--- src/morse_code_codec_core_defines.svh ---
// ----------------------------------------------------------------------------
// Morse codec assertion macros
// Shared concurrent assertion forms, clocked on i_clk and held off during reset.
// ----------------------------------------------------------------------------
`ifndef MORSE_CODE_CODEC_CORE_DEFINES_SVH
`define MORSE_CODE_CODEC_CORE_DEFINES_SVH

// Consequent must hold in the same cycle as the antecedent.
`define MCC_ASSERT_IMP(lbl, ante, cons, msg) \
    lbl: assert property (@(posedge i_clk) disable iff (!i_rst_n) (ante) |-> (cons)) \
        else $error(msg);

// Consequent must hold in the cycle after the antecedent.
`define MCC_ASSERT_NEXT(lbl, ante, cons, msg) \
    lbl: assert property (@(posedge i_clk) disable iff (!i_rst_n) (ante) |=> (cons)) \
        else $error(msg);

`endif

--- src/mcc_pkg.sv ---
// ----------------------------------------------------------------------------
// Morse codec package
// Payload types, character codes and the alphabet tables with their lookup.
// ----------------------------------------------------------------------------
package mcc_pkg;

    localparam int CYR_COUNT  = 45;
    localparam int LAT_COUNT  = 38;
    localparam int CODE_W     = 6;
    localparam int MARK_W     = CODE_W + 1;
    localparam int CNT_W      = 3;
    localparam int CFG_ADDR_W = 1;

    localparam logic [CFG_ADDR_W-1:0] CFG_DIRECTION = 1'b0;
    localparam logic [CFG_ADDR_W-1:0] CFG_ALPHABET  = 1'b1;

    localparam logic DIR_ENC   = 1'b0;
    localparam logic DIR_DEC   = 1'b1;
    localparam logic ALPHA_CYR = 1'b0;
    localparam logic ALPHA_LAT = 1'b1;

    localparam logic [7:0] CH_LF   = 8'h0A;
    localparam logic [7:0] CH_SP   = 8'h20;
    localparam logic [7:0] CH_DOT  = 8'h2E;
    localparam logic [7:0] CH_DASH = 8'h2D;
    localparam logic [7:0] CH_NUL  = 8'h00;

    localparam logic [1:0] K_NL  = 2'd0;
    localparam logic [1:0] K_ENC = 2'd1;
    localparam logic [1:0] K_DEC = 2'd2;

    typedef struct packed {
        logic [7:0] in_byte;
        logic       end_of_text;
    } t_in;

    typedef struct packed {
        logic [7:0] out_byte;
        logic       last_of_run;
        logic       error;
    } t_out;

    typedef struct packed {
        logic       en;
        logic       dec;
        logic       alpha;
        logic [7:0] key;
    } t_rom_req;

    typedef struct packed {
        logic              hit;
        logic [7:0]        chr;
        logic [CNT_W-1:0]  len;
        logic [CODE_W-1:0] bits;
    } t_rom_word;

    typedef struct packed {
        logic [7:0]        head_byte;
        logic              head_err;
        logic [CNT_W-1:0]  cnt;
        logic [CODE_W-1:0] bits;
        logic              nl;
    } t_job;

    localparam logic [7:0] CYR_CHARS [CYR_COUNT] = '{
        8'hE0, 8'hE1, 8'hE2, 8'hE3, 8'hE4, 8'hE5, 8'hB8, 8'hE6, 8'hE7, 8'hE8, 8'hE9,
        8'hEA, 8'hEB, 8'hEC, 8'hED, 8'hEE, 8'hEF, 8'hF0, 8'hF1, 8'hF2, 8'hF3, 8'hF4,
        8'hF5, 8'hF6, 8'hF7, 8'hF8, 8'hF9, 8'hFA, 8'hFB, 8'hFC, 8'hFD, 8'hFE, 8'hFF,
        8'h31, 8'h32, 8'h33, 8'h34, 8'h35, 8'h36, 8'h37, 8'h38, 8'h39, 8'h30, 8'h2E,
        8'h20};

    // A leading one marks the code length; dashes are ones, the first symbol highest.
    localparam logic [MARK_W-1:0] CYR_MARKS [CYR_COUNT] = '{
        7'b0000101, 7'b0011000, 7'b0001011, 7'b0001110, 7'b0001100, 7'b0000010,
        7'b0000010, 7'b0010001, 7'b0011100, 7'b0000100, 7'b0010111, 7'b0001101,
        7'b0010100, 7'b0000111, 7'b0000110, 7'b0001111, 7'b0010110, 7'b0001010,
        7'b0001000, 7'b0000011, 7'b0001001, 7'b0010010, 7'b0010000, 7'b0011010,
        7'b0011110, 7'b0011111, 7'b0011101, 7'b0111011, 7'b0011011, 7'b0011001,
        7'b0100100, 7'b0010011, 7'b0010101, 7'b0101111, 7'b0100111, 7'b0100011,
        7'b0100001, 7'b0100000, 7'b0110000, 7'b0111000, 7'b0111100, 7'b0111110,
        7'b0111111, 7'b1000000, 7'b1111111};

    localparam logic [7:0] LAT_CHARS [LAT_COUNT] = '{
        8'h61, 8'h62, 8'h63, 8'h64, 8'h65, 8'h66, 8'h67, 8'h68, 8'h69, 8'h6A, 8'h6B,
        8'h6C, 8'h6D, 8'h6E, 8'h6F, 8'h70, 8'h71, 8'h72, 8'h73, 8'h74, 8'h75, 8'h76,
        8'h77, 8'h78, 8'h79, 8'h7A, 8'h31, 8'h32, 8'h33, 8'h34, 8'h35, 8'h36, 8'h37,
        8'h38, 8'h39, 8'h30, 8'h2E, 8'h20};

    localparam logic [MARK_W-1:0] LAT_MARKS [LAT_COUNT] = '{
        7'b0000101, 7'b0011000, 7'b0011010, 7'b0001100, 7'b0000010, 7'b0010010,
        7'b0001110, 7'b0010000, 7'b0000100, 7'b0010111, 7'b0001101, 7'b0010100,
        7'b0000111, 7'b0000110, 7'b0001111, 7'b0010110, 7'b0011101, 7'b0001010,
        7'b0001000, 7'b0000011, 7'b0001001, 7'b0010001, 7'b0001011, 7'b0011001,
        7'b0011011, 7'b0011100, 7'b0101111, 7'b0100111, 7'b0100011, 7'b0100001,
        7'b0100000, 7'b0110000, 7'b0111000, 7'b0111100, 7'b0111110, 7'b0111111,
        7'b1111111, 7'b1000000};

    // Encoding looks a character up; decoding looks a marked code up.
    // The first match in table order wins.
    function automatic t_rom_word rom_lookup(input logic dec, input logic alpha,
                                             input logic [7:0] key);
        t_rom_word         w;
        logic [MARK_W-1:0] mk;
        logic              found;
        w     = '0;
        mk    = '0;
        found = 1'b0;
        if (alpha == ALPHA_LAT) begin
            for (int i = 0; i < LAT_COUNT; i++) begin
                if (!found && ((!dec && LAT_CHARS[i] == key) ||
                               (dec && {1'b0, LAT_MARKS[i]} == key))) begin
                    found = 1'b1;
                    mk    = LAT_MARKS[i];
                    w.chr = LAT_CHARS[i];
                end
            end
        end else begin
            for (int i = 0; i < CYR_COUNT; i++) begin
                if (!found && ((!dec && CYR_CHARS[i] == key) ||
                               (dec && {1'b0, CYR_MARKS[i]} == key))) begin
                    found = 1'b1;
                    mk    = CYR_MARKS[i];
                    w.chr = CYR_CHARS[i];
                end
            end
        end
        w.hit = found;
        for (int j = 0; j < MARK_W; j++) begin
            if (mk[j]) begin
                w.len = CNT_W'(j);
            end
        end
        w.bits = CODE_W'(mk[CODE_W-1:0] << (CNT_W'(CODE_W) - w.len));
        return w;
    endfunction

endpackage

--- src/mcc_rom.sv ---
// ----------------------------------------------------------------------------
// Morse codec code ROM
// Synchronous ROM holding both alphabets in both directions, registered read.
// ----------------------------------------------------------------------------
module mcc_rom (
    input  logic               i_clk,
    input  mcc_pkg::t_rom_req  i_req,
    output mcc_pkg::t_rom_word o_q
);
    import mcc_pkg::*;

    t_rom_word r_q;

    always_ff @(posedge i_clk) begin
        if (i_req.en) begin
            r_q <= rom_lookup(i_req.dec, i_req.alpha, i_req.key);
        end
    end

    assign o_q = r_q;

endmodule

--- src/mcc_front.sv ---
// ----------------------------------------------------------------------------
// Morse codec front end
// Accepts input transfers, keeps the pending symbol and the error flag, issues
// ROM reads and turns each looked-up item into an output job.
// ----------------------------------------------------------------------------
`include "morse_code_codec_core_defines.svh"

module mcc_front #(
    parameter int MAX_CODE_LEN = 6
) (
    input  logic               i_clk,
    input  logic               i_rst_n,
    input  logic               i_in_valid,
    output logic               o_in_ready,
    input  mcc_pkg::t_in       i_in_data,
    input  logic               i_direction,
    input  logic               i_alphabet,
    output mcc_pkg::t_rom_req  o_rom_req,
    input  mcc_pkg::t_rom_word i_rom_q,
    output logic               o_job_valid,
    output mcc_pkg::t_job      o_job,
    input  logic               i_job_ready
);
    import mcc_pkg::*;

    localparam int LEN_W = $clog2(MAX_CODE_LEN + 1);

    logic [MAX_CODE_LEN-1:0] r_pat, n_pat;
    logic [LEN_W-1:0]        r_len, n_len;
    logic                    r_inv, n_inv;
    logic                    r_failed, n_failed;
    logic                    r_s1_valid;
    logic [1:0]              r_s1_kind;
    logic                    r_s1_bad;
    logic                    r_s1_nl;
    logic                    r_s1_setfail;

    logic       s1_err;
    logic       s1_move;
    logic       fail_eff;
    logic       acc;
    logic       pend_any;
    logic [8:0] mark9;
    logic       ld;
    logic [1:0] ld_kind;
    logic       ld_nl;
    logic       ld_setfail;
    logic [7:0] rom_key;
    logic       rom_dec;
    t_job       job;
    t_in        din;

    assign din = i_in_data;

    always_comb begin
        s1_err = 1'b0;
        job    = '0;
        unique case (r_s1_kind)
            K_NL: begin
                job.head_byte = CH_LF;
            end
            K_ENC: begin
                s1_err = !i_rom_q.hit;
                if (i_rom_q.hit) begin
                    job.head_byte = CH_SP;
                    job.cnt       = i_rom_q.len;
                    job.bits      = i_rom_q.bits;
                end else begin
                    job.head_byte = CH_NUL;
                    job.head_err  = 1'b1;
                end
            end
            K_DEC: begin
                s1_err = r_s1_bad || !i_rom_q.hit;
                if (!s1_err) begin
                    job.head_byte = i_rom_q.chr;
                    job.nl        = r_s1_nl;
                end else begin
                    job.head_byte = CH_NUL;
                    job.head_err  = 1'b1;
                end
            end
            default: begin
                s1_err = 1'b0;
            end
        endcase
    end

    assign s1_move    = r_s1_valid && i_job_ready;
    assign fail_eff   = r_failed || (r_s1_valid && s1_err && r_s1_setfail);
    assign o_in_ready = !r_s1_valid || s1_move;
    assign acc        = i_in_valid && o_in_ready;
    assign pend_any   = (r_len != '0) || r_inv;
    assign mark9      = (9'd1 << r_len) | 9'(r_pat);

    always_comb begin
        n_pat      = r_pat;
        n_len      = r_len;
        n_inv      = r_inv;
        n_failed   = r_failed;
        ld         = 1'b0;
        ld_kind    = K_NL;
        ld_nl      = 1'b0;
        ld_setfail = 1'b1;
        rom_dec    = 1'b0;
        rom_key    = din.in_byte;
        if (s1_move && s1_err && r_s1_setfail) begin
            n_failed = 1'b1;
        end
        if (acc) begin
            priority if (din.end_of_text) begin
                if ((i_direction == DIR_DEC) && !fail_eff && pend_any) begin
                    ld         = 1'b1;
                    ld_kind    = K_DEC;
                    ld_setfail = 1'b0;
                end
                n_pat    = '0;
                n_len    = '0;
                n_inv    = 1'b0;
                n_failed = 1'b0;
            end else if (fail_eff) begin
                n_pat = '0;
                n_len = '0;
                n_inv = 1'b0;
            end else if (i_direction == DIR_ENC) begin
                ld      = 1'b1;
                ld_kind = (din.in_byte == CH_LF) ? K_NL : K_ENC;
            end else if (din.in_byte == CH_SP) begin
                if (pend_any) begin
                    ld      = 1'b1;
                    ld_kind = K_DEC;
                    n_pat   = '0;
                    n_len   = '0;
                    n_inv   = 1'b0;
                end
            end else if (din.in_byte == CH_LF) begin
                ld = 1'b1;
                if (pend_any) begin
                    ld_kind = K_DEC;
                    ld_nl   = 1'b1;
                    n_pat   = '0;
                    n_len   = '0;
                    n_inv   = 1'b0;
                end
            end else if (((din.in_byte == CH_DOT) || (din.in_byte == CH_DASH)) &&
                         (r_len < LEN_W'(MAX_CODE_LEN))) begin
                n_pat = {r_pat[MAX_CODE_LEN-2:0], din.in_byte == CH_DASH};
                n_len = LEN_W'(r_len + 1'b1);
            end else begin
                n_inv = 1'b1;
            end
        end
        if (ld_kind == K_DEC) begin
            rom_dec = 1'b1;
            rom_key = {1'b0, mark9[MARK_W-1:0]};
        end
    end

    assign o_rom_req.en    = acc;
    assign o_rom_req.dec   = rom_dec;
    assign o_rom_req.alpha = i_alphabet;
    assign o_rom_req.key   = rom_key;

    always_ff @(posedge i_clk) begin
        if (!i_rst_n) begin
            r_pat      <= '0;
            r_len      <= '0;
            r_inv      <= 1'b0;
            r_failed   <= 1'b0;
            r_s1_valid <= 1'b0;
        end else begin
            r_pat    <= n_pat;
            r_len    <= n_len;
            r_inv    <= n_inv;
            r_failed <= n_failed;
            if (acc) begin
                r_s1_valid <= ld;
            end else if (s1_move) begin
                r_s1_valid <= 1'b0;
            end
        end
    end

    always_ff @(posedge i_clk) begin
        if (acc) begin
            r_s1_kind    <= ld_kind;
            r_s1_bad     <= r_inv || (r_len > LEN_W'(CODE_W));
            r_s1_nl      <= ld_nl;
            r_s1_setfail <= ld_setfail;
        end
    end

    assign o_job_valid = r_s1_valid;
    assign o_job       = job;

    `MCC_ASSERT_IMP(a_len_bound, 1'b1, r_len <= LEN_W'(MAX_CODE_LEN), "pending length overflow")
    `MCC_ASSERT_NEXT(a_failed_quiet, acc && !din.end_of_text && fail_eff, !r_s1_valid, "item issued while failed")

endmodule

--- src/mcc_serial.sv ---
// ----------------------------------------------------------------------------
// Morse codec output serializer
// Holds one output job and emits its bytes, one per cycle while the receiver
// does not stall, into the output register.
// ----------------------------------------------------------------------------
`include "morse_code_codec_core_defines.svh"

module mcc_serial (
    input  logic          i_clk,
    input  logic          i_rst_n,
    input  logic          i_job_valid,
    input  mcc_pkg::t_job i_job,
    output logic          o_job_ready,
    output logic          o_out_valid,
    input  logic          i_out_ready,
    output mcc_pkg::t_out o_out_data
);
    import mcc_pkg::*;

    logic              r_head;
    logic [7:0]        r_hbyte;
    logic              r_herr;
    logic [CNT_W-1:0]  r_cnt;
    logic [CODE_W-1:0] r_bits;
    logic              r_nl;
    logic              r_ov;
    t_out              r_out;

    logic       jv;
    logic       out_load;
    logic       take;
    logic       rest;
    logic [7:0] step_byte;
    logic       step_err;

    assign jv       = r_head || (r_cnt != '0) || r_nl;
    assign out_load = !r_ov || i_out_ready;

    always_comb begin
        priority if (r_head) begin
            step_byte = r_hbyte;
            step_err  = r_herr;
            rest      = (r_cnt != '0) || r_nl;
        end else if (r_cnt != '0) begin
            step_byte = r_bits[CODE_W-1] ? CH_DASH : CH_DOT;
            step_err  = 1'b0;
            rest      = (r_cnt != CNT_W'(1)) || r_nl;
        end else begin
            step_byte = CH_LF;
            step_err  = 1'b0;
            rest      = 1'b0;
        end
    end

    assign o_job_ready = !jv || (out_load && !rest);
    assign take        = i_job_valid && o_job_ready;

    always_ff @(posedge i_clk) begin
        if (!i_rst_n) begin
            r_head <= 1'b0;
            r_cnt  <= '0;
            r_nl   <= 1'b0;
            r_ov   <= 1'b0;
        end else begin
            if (out_load) begin
                r_ov <= jv;
            end
            if (take) begin
                r_head <= 1'b1;
                r_cnt  <= i_job.cnt;
                r_nl   <= i_job.nl;
            end else if (jv && out_load) begin
                priority if (r_head) begin
                    r_head <= 1'b0;
                end else if (r_cnt != '0) begin
                    r_cnt <= CNT_W'(r_cnt - 1'b1);
                end else begin
                    r_nl <= 1'b0;
                end
            end
        end
    end

    always_ff @(posedge i_clk) begin
        if (take) begin
            r_hbyte <= i_job.head_byte;
            r_herr  <= i_job.head_err;
            r_bits  <= i_job.bits;
        end else if (jv && out_load && !r_head) begin
            r_bits <= {r_bits[CODE_W-2:0], 1'b0};
        end
        if (out_load && jv) begin
            r_out.out_byte    <= step_byte;
            r_out.last_of_run <= !rest;
            r_out.error       <= step_err;
        end
    end

    assign o_out_valid = r_ov;
    assign o_out_data  = r_out;

    `MCC_ASSERT_IMP(a_err_alone, r_ov && r_out.error, r_out.last_of_run && r_out.out_byte == CH_NUL, "error result not final")
    `MCC_ASSERT_IMP(a_err_job, r_head && r_herr, r_cnt == '0 && !r_nl, "error job carries more bytes")

endmodule

--- src/morse_code_codec_core.sv ---
// ----------------------------------------------------------------------------
// Morse code codec core
// Byte-stream Morse encoder and decoder with Latin and Cyrillic alphabets.
// ----------------------------------------------------------------------------
// Usage:
// Input items (a byte and an end-of-text flag) arrive on a valid/ready
// channel; each transfer causes zero to seven result bytes on the output
// valid/ready channel, the final one flagged by last_of_run.
// The first result of an item passes the lookup stage, the serializer's job
// registers and the output register before it is presented. The serializer
// emits one result per cycle while the receiver does not stall, and takes the
// next item's job as it emits the last result of the current one.
// The configuration port writes direction (index 0) and alphabet (index 1)
// with no wait; write only while the core is idle.
// Reset selects encoding with the Latin table, empties the pending symbol and
// clears the error state. When the receiver stalls, the output register holds
// its transfer and the input side keeps accepting until the job stage and the
// lookup stage are both full.
// ----------------------------------------------------------------------------
module morse_code_codec_core #(
    parameter int MAX_CODE_LEN = 6
) (
    input  logic                              i_clk,
    input  logic                              i_rst_n,
    input  logic                              i_cfg_we,
    input  logic [mcc_pkg::CFG_ADDR_W-1:0]    i_cfg_addr,
    input  logic                              i_cfg_wdata,
    input  logic                              i_in_valid,
    output logic                              o_in_ready,
    input  mcc_pkg::t_in                      i_in_data,
    output logic                              o_out_valid,
    input  logic                              i_out_ready,
    output mcc_pkg::t_out                     o_out_data
);
    import mcc_pkg::*;

    logic      r_direction;
    logic      r_alphabet;
    t_rom_req  rom_req;
    t_rom_word rom_q;
    logic      job_valid;
    logic      job_ready;
    t_job      job;

    always_ff @(posedge i_clk) begin
        if (!i_rst_n) begin
            r_direction <= DIR_ENC;
            r_alphabet  <= ALPHA_LAT;
        end else if (i_cfg_we) begin
            if (i_cfg_addr == CFG_DIRECTION) begin
                r_direction <= i_cfg_wdata;
            end
            if (i_cfg_addr == CFG_ALPHABET) begin
                r_alphabet <= i_cfg_wdata;
            end
        end
    end

    mcc_rom u_rom (
        .i_clk (i_clk),
        .i_req (rom_req),
        .o_q   (rom_q)
    );

    mcc_front #(
        .MAX_CODE_LEN (MAX_CODE_LEN)
    ) u_front (
        .i_clk       (i_clk),
        .i_rst_n     (i_rst_n),
        .i_in_valid  (i_in_valid),
        .o_in_ready  (o_in_ready),
        .i_in_data   (i_in_data),
        .i_direction (r_direction),
        .i_alphabet  (r_alphabet),
        .o_rom_req   (rom_req),
        .i_rom_q     (rom_q),
        .o_job_valid (job_valid),
        .o_job       (job),
        .i_job_ready (job_ready)
    );

    mcc_serial u_serial (
        .i_clk       (i_clk),
        .i_rst_n     (i_rst_n),
        .i_job_valid (job_valid),
        .i_job       (job),
        .o_job_ready (job_ready),
        .o_out_valid (o_out_valid),
        .i_out_ready (i_out_ready),
        .o_out_data  (o_out_data)
    );

endmodule
--- config.mk ---
export PLATFORM = sky130hd
export DESIGN_NAME = morse_code_codec_core
export DESIGN_NICKNAME = d
export VERILOG_FILES = /design/src/mcc_pkg.sv /design/src/mcc_rom.sv /design/src/mcc_front.sv /design/src/mcc_serial.sv /design/src/morse_code_codec_core.sv
export VERILOG_INCLUDE_DIRS = /design/src /design/src/src
export SDC_FILE = /design/constraint.sdc
export NUM_CORES = 1
export LEC_CHECK = 0
export ABC_AREA = 1
export BUFFER_PORTS_ARGS = -buffer_cell sky130_fd_sc_hd__buf_4
export CORE_MARGIN = 5
export CORE_UTILIZATION = 45
export CTS_BUF_LIST = sky130_fd_sc_hd__clkbuf_8
export DETAILED_ROUTE_END_ITERATION = 6
export HOLD_SLACK_MARGIN = 0.1
export SYNTH_ARGS = -nofsm -noshare
export SYNTH_HDL_FRONTEND = slang
export SYNTH_HIERARCHICAL = 1
export SYNTH_SLANG_ARGS = --single-unit
--- constraint.sdc ---
create_clock -name i_clk -period 5.93 [get_ports i_clk]
set_input_delay 0.8895 -clock i_clk [delete_from_list [all_inputs] [get_ports i_clk]]
set_output_delay 0.8895 -clock i_clk [all_outputs]
set_load 0.02 [all_outputs]
Word level (Yosys, flattened, before mapping) --
Cells that the tools add are included.
Word-level totals: flip-flop bits (word level) 68, bits in latches 0, bits in writable memories 0, bits in read-only memories 0, input port bits 16, output and inout port bits 12, logic and storage cells 1052, memories kept 0
Operators by class: $add $sub $neg 3, multipliers 0, divide/modulo/power cells 0, $lt $le $gt $ge 2, eq/ne operators 123, shift operators 2, multiplexer cells 495, bitwise operators 4, reduce and logical (&&, ||, !) cells 398
Operators by type and width (count):
- two-way mux 8 bit | 50
- two-way mux 7 bit | 44
- two-way mux 1 bit | 281
- equality test 8 bit (first input constant) | 33
- two-way mux 5 bit | 51
- equality test 7 x 8 -> 1 bit (first input constant) | 28
- two-way mux 6 bit | 36
- logical AND 1 bit | 208
- equality test 6 x 8 -> 1 bit (first input constant) | 21
- equality test 5 x 8 -> 1 bit (first input constant) | 16
- zero test 1 bit | 89
- logical OR 1 bit | 85
- equality test 4 x 8 -> 1 bit (first input constant) | 8
- two-way mux 3 bit | 17
- equality test 3 x 8 -> 1 bit (first input constant) | 4
- equality test 8 x 6 -> 1 bit (second input constant) | 3
- case mux 8 bit (3 select lines) | 1
- two-way mux 2 bit | 11
- two-way mux 9 bit | 2
- equality test 2 x 8 -> 1 bit (first input constant) | 2
- AND reduction 3 bit | 4
- nonzero test 3 bit | 3
- equality test 8 x 4 -> 1 bit (second input constant) | 1
- nonzero test 2 bit | 4
- other kinds (19) | 25

Logic depth before layout (Yosys ltp) --
depth after elaboration 249, depth in mapped cells 44, gate-level depth less buffers 43

Hierarchy --
Netlist, hierarchy kept.
By module, submodules not included:
- mcc_rom | instances 1, cells each 612, area an instance 3529.6 um^2, sequential area each 540.5 um^2
- mcc_front | instances 1, cells each 260, area an instance 1586.5 um^2, sequential area each 390.4 um^2
- mcc_serial | instances 1, cells each 129, area an instance 1357.6 um^2, sequential area each 870.8 um^2
- morse_code_codec_core | instances 1, cells each 12, area an instance 87.6 um^2, sequential area each 40.0 um^2

Worst setup path before layout --
OpenSTA, ideal clock, no wires.
path kind input to register, start point in i_out_ready, end point reg u_rom.r_q, in the netlist u_rom/o_q[4], data pin, setup time 0.253 ns, data arrival time 5.486 ns, required time 5.677 ns, path slack 0.190 ns, cell stages on the path 38, buffers on the path 2, cells stage by stage or2_2 -> nand3_1 -> nand2_4 -> inv_1 -> nand2_1 -> nand2_1 -> inv_1 -> nand2_1 -> nor2_4 -> buf_6 -> o21ai_0 -> nor2_2 -> nand2_4 -> inv_4 -> nand2_4 -> buf_6 -> nor2_1 -> a31oi_2 -> [2 not listed] -> inv_1 -> nor2_2 -> inv_2 -> nor4_2 -> nand4_1 -> nor4_2 -> nand4_1 -> o21ai_2 -> o21ai_1 -> a31oi_1 -> nor2_4 -> ha_1 -> inv_1 -> a21oi_1 -> o21ai_1 -> o21ai_1 -> nand2_1 -> o21ai_2
RTL lines:
- from (decl) | line morse_code_codec_core.sv:32 | input logic i_out_ready,
- to (signal assigned) | line mcc_rom.sv:16 | r_q <= rom_lookup(i_req.dec, i_req.alpha, i_req.key);
- to (decl) | line mcc_rom.sv:12 | t_rom_word r_q;

==> results.md <==
- Synth Cell Area: 0.00656 sq mm
- Hold_buf cts: 0
- Relative slew slack: approximately two fifths
- Clk root buf: clkbuf_8
- Clock Sinks: between 60 and 70
- CTS tree: built
- Peak supply drop: 122 uV
- Arrival @ worst endpoint: 5.65 ns
- CP endpoint kind: flip-flop
- CP required: just over 6 ns
- Clock Latency Late Sink: around 0.35 ns
- Post-synth EDFFs: 48
- First-pass GRT wire length: 35500 microns
- Crit path kind: primary input to flip-flop
- Grt total ovfl: 0
- Max_cap viols: 0
- Drt pass-1 iters: 6
- Cell Rows: 44
- Syn Nets: ~1000
- Total CTS buffers: 9
- Yosys reg bits: around 70
- Synth Area per Inst: between 6 and 7 sq um
- Die area: ~0.017 sq mm
- DRT iter0 DRCs: 624
- Initial core utilization: a little under half
- Pre-CTS WS: -0.121 ns
- Die Y: 131 microns
- Most frequent cells in the layout: nand2_1, inv_1, nor2_1
- Hold Path Stages: 2
- Post-Syn Instances: approximately 1000
- Power consumption: 1740 uW
- Part of the Yosys area used for sequential elements: ~28%
- Final period util: 93.3%
- Final setup violating endpoints: 0
- Largest net degree at the start of global routing: 45
- Total Wirelength: 22600 microns
- Worst hold path type: flip-flop to flip-flop
- Fin. Hold Viols: 0
- I/O pins: 28
- Fin crit period: 5.53 ns
- Top FF cell, synth: edfxtp_1
- Die extent in x: 131 microns
- CTS H-tree depth: 3
- Setup ws final: 0.396 ns
- Area share of the largest cell type after synthesis: between 20% and 30%
- Clock Path Buffers: 2
- CP Launch Type: primary input
- Most common cell after layout, fill and taps aside: nand2_1
- Lkg Pwr: 0.00404 uW
- CP max stage cell: or2_2
- Cell Pwr Density: ~220 mW/mm^2
- Fmax: 181 MHz
- CP peak stage delay: 0.30 ns
- Cell taking the most area after synthesis: edfxtp_1
- Crit path max fanout: 6
- Post-DRT Antenna Nets: 0
- Count of cell types in the netlist: 54
- Drt via density: 5.59
- RD Place Congestion: between 1 and 1.5
- Core area: 0.0144 sq mm
- Cell family with most CP delay: simple AND/OR/NAND/NOR gates
- Post-synth ARST share: 0%
- Top cell by count, worst path: nand2_1
- Layout Nets: 1169
- Status: finished, final reports clean
- WP buf/inv: 8
- Slew @ Worst Pin: 0.883 ns
- Hpwl dp: 18200 microns
- Layout area overhead: 20.5%
- Post-Route Skew: 0.00676 ns
- Total number of vias: between 7000 and 8000
- Slew Viols, Final: 0
- Antenna cell count: 0
- Crit. path cell count: 39
- Share of cells above drive strength 1: 24.1%
- YS warnings: 6
- Length in cells of the worst reg-to-reg path: 40
- DRC: 0
- GR Util All Layers: 26.7%
- IO Port Bufs: 27
- Initial antenna violation count: 0
- Synth top area cells: edfxtp_1, nand2_1, inv_1
- Clock transition at path regs: 0.07 ns
- Vias in the first global route: 6927
- Drt wl/cell: between 15 and 20 microns
[where the power goes]
| part | internal (uW) | switching [uW] | total [uW] | leakage [uW] |
|---|---|---|---|---|
| registers | 650 | 38.3 | 688 | 0.000632 |
| logic | 264 | 444 | 708 | 0.00333 |
| clock network | 153 | 187 | 339 | 0.0000795 |
| total | 1070 | 669 | 1740 | 0.00404 |
[registers in the layout, indices dropped and copies added (netlist names), 2 cells and up]
signal               cells
u_front/r_len            3
u_front/r_pat            6
u_front/r_s1_kind        2
u_rom/o_q               18
u_serial/o_out_data     10
u_serial/r_bits          6
u_serial/r_cnt           3
u_serial/r_hbyte         8
[path summary, 6_finish.rpt]
path                           from            end  slack [ns]
setup / recovery        i_out_ready   u_rom/o_q[5]        0.40
hold / removal        u_serial/r_nl  u_serial/r_nl        0.50
setup reg to reg  u_serial/r_cnt[0]   u_rom/o_q[5]        0.47
hold reg to reg       u_serial/r_nl  u_serial/r_nl        0.50
[Yosys cell counts, types with 2 or more instances]
| master | number |
|---|---|
| a21o_1 | 2 |
| buf_2 | 4 |
| dfxtp_1 | 20 |
| nand4_1 | 44 |
| o41ai_1 | 4 |
| a21oi_2 | 5 |
| nor2_4 | 4 |
| nand2_4 | 8 |
| inv_2 | 28 |
| a31oi_1 | 11 |
| nor3_2 | 5 |
| o221ai_1 | 2 |
| buf_4 | 5 |
| nand2_1 | 183 |
| nor4_2 | 3 |
| buf_6 | 12 |
| nand3_1 | 70 |
| and2_1 | 2 |
| o21ai_2 | 5 |
| edfxtp_1 | 48 |
| o21a_1 | 2 |
| a21oi_1 | 37 |
| o31ai_1 | 13 |
| ha_1 | 13 |
| o21ai_1 | 11 |
| nor2_1 | 152 |
| or2_1 | 2 |
| o21ai_0 | 42 |
| or2_2 | 2 |
| nand2_2 | 19 |
| nor3_1 | 34 |
| o22ai_1 | 13 |
| a22oi_1 | 2 |
| clkbuf_1 | 2 |
| nor2_2 | 10 |
| nand3_2 | 5 |
| nor4_1 | 14 |
| inv_1 | 159 |
[kinds of logic (layout without fill, tap and decap cells)]
logic type | count (synthesis) | after routing | share of synthesized area [%]
DFF | 68 | 68 | 28.1
adders and majority gates | 13 | 13 | 2.48
buffers and inverters | 214 | 345 | 14.1
and+or+nand+nor | 560 | 561 | 40.7
xor gates and xnor gates | 2 | 2 | 0.267
AOI/OAI and AO/OA | 156 | 156 | 14.4
[metrics by stage]
step / area, sq um / hold WS (ns) / TNS, ns / utilization [%] / std cells
after detailed placement: 7610 / 0.492 / -0.542 / 52.7 / 1307
after CTS: 7780 / 0.507 / 0 / 54.0 / 1323
after global placement: 7610 / 0.487 / -1.07 / 52.7 / 1307
final: 7910 / 0.502 / 0 / 54.8 / 1329
after global routing: 7910 / 0.539 / -0.0309 / 54.8 / 1329
after floorplan: 6560 / 0.430 / 0 / - / 1013
[area by class of cell]
class                   count  area, sq um
fillers                  1473         6520
well taps                 184          230
multi-input cells         732         3880
clock buffers               9          124
flip-flops and latches     68         1840
inverters                 189          712
repair buffers            140         1060
clock inverters             7         52.6
[tightest hold or removal path, stage by stage (launching register included)]
cell and delay, ns:
dfxtp_1 0.32, o21ai_0 0.07, a21oi_1 0.06
[routing by layer]
metal / GRT usage [%] / share of wire (%)
met4: 16.9 / 7.0
met2: 45.3 / 47
met3: 4.02 / 6.4
met5: 0 / 0
met1: 31.4 / 39
[timing repair]
| action | CTS | global route |
|---|---|---|
| gates resized for setup | 0 | 28 |
| endpoints found under the setup margin | 0 | 8 |
| setup buffers | 0 | 5 |
Note: power is estimated with default switching activity, not from simulation.
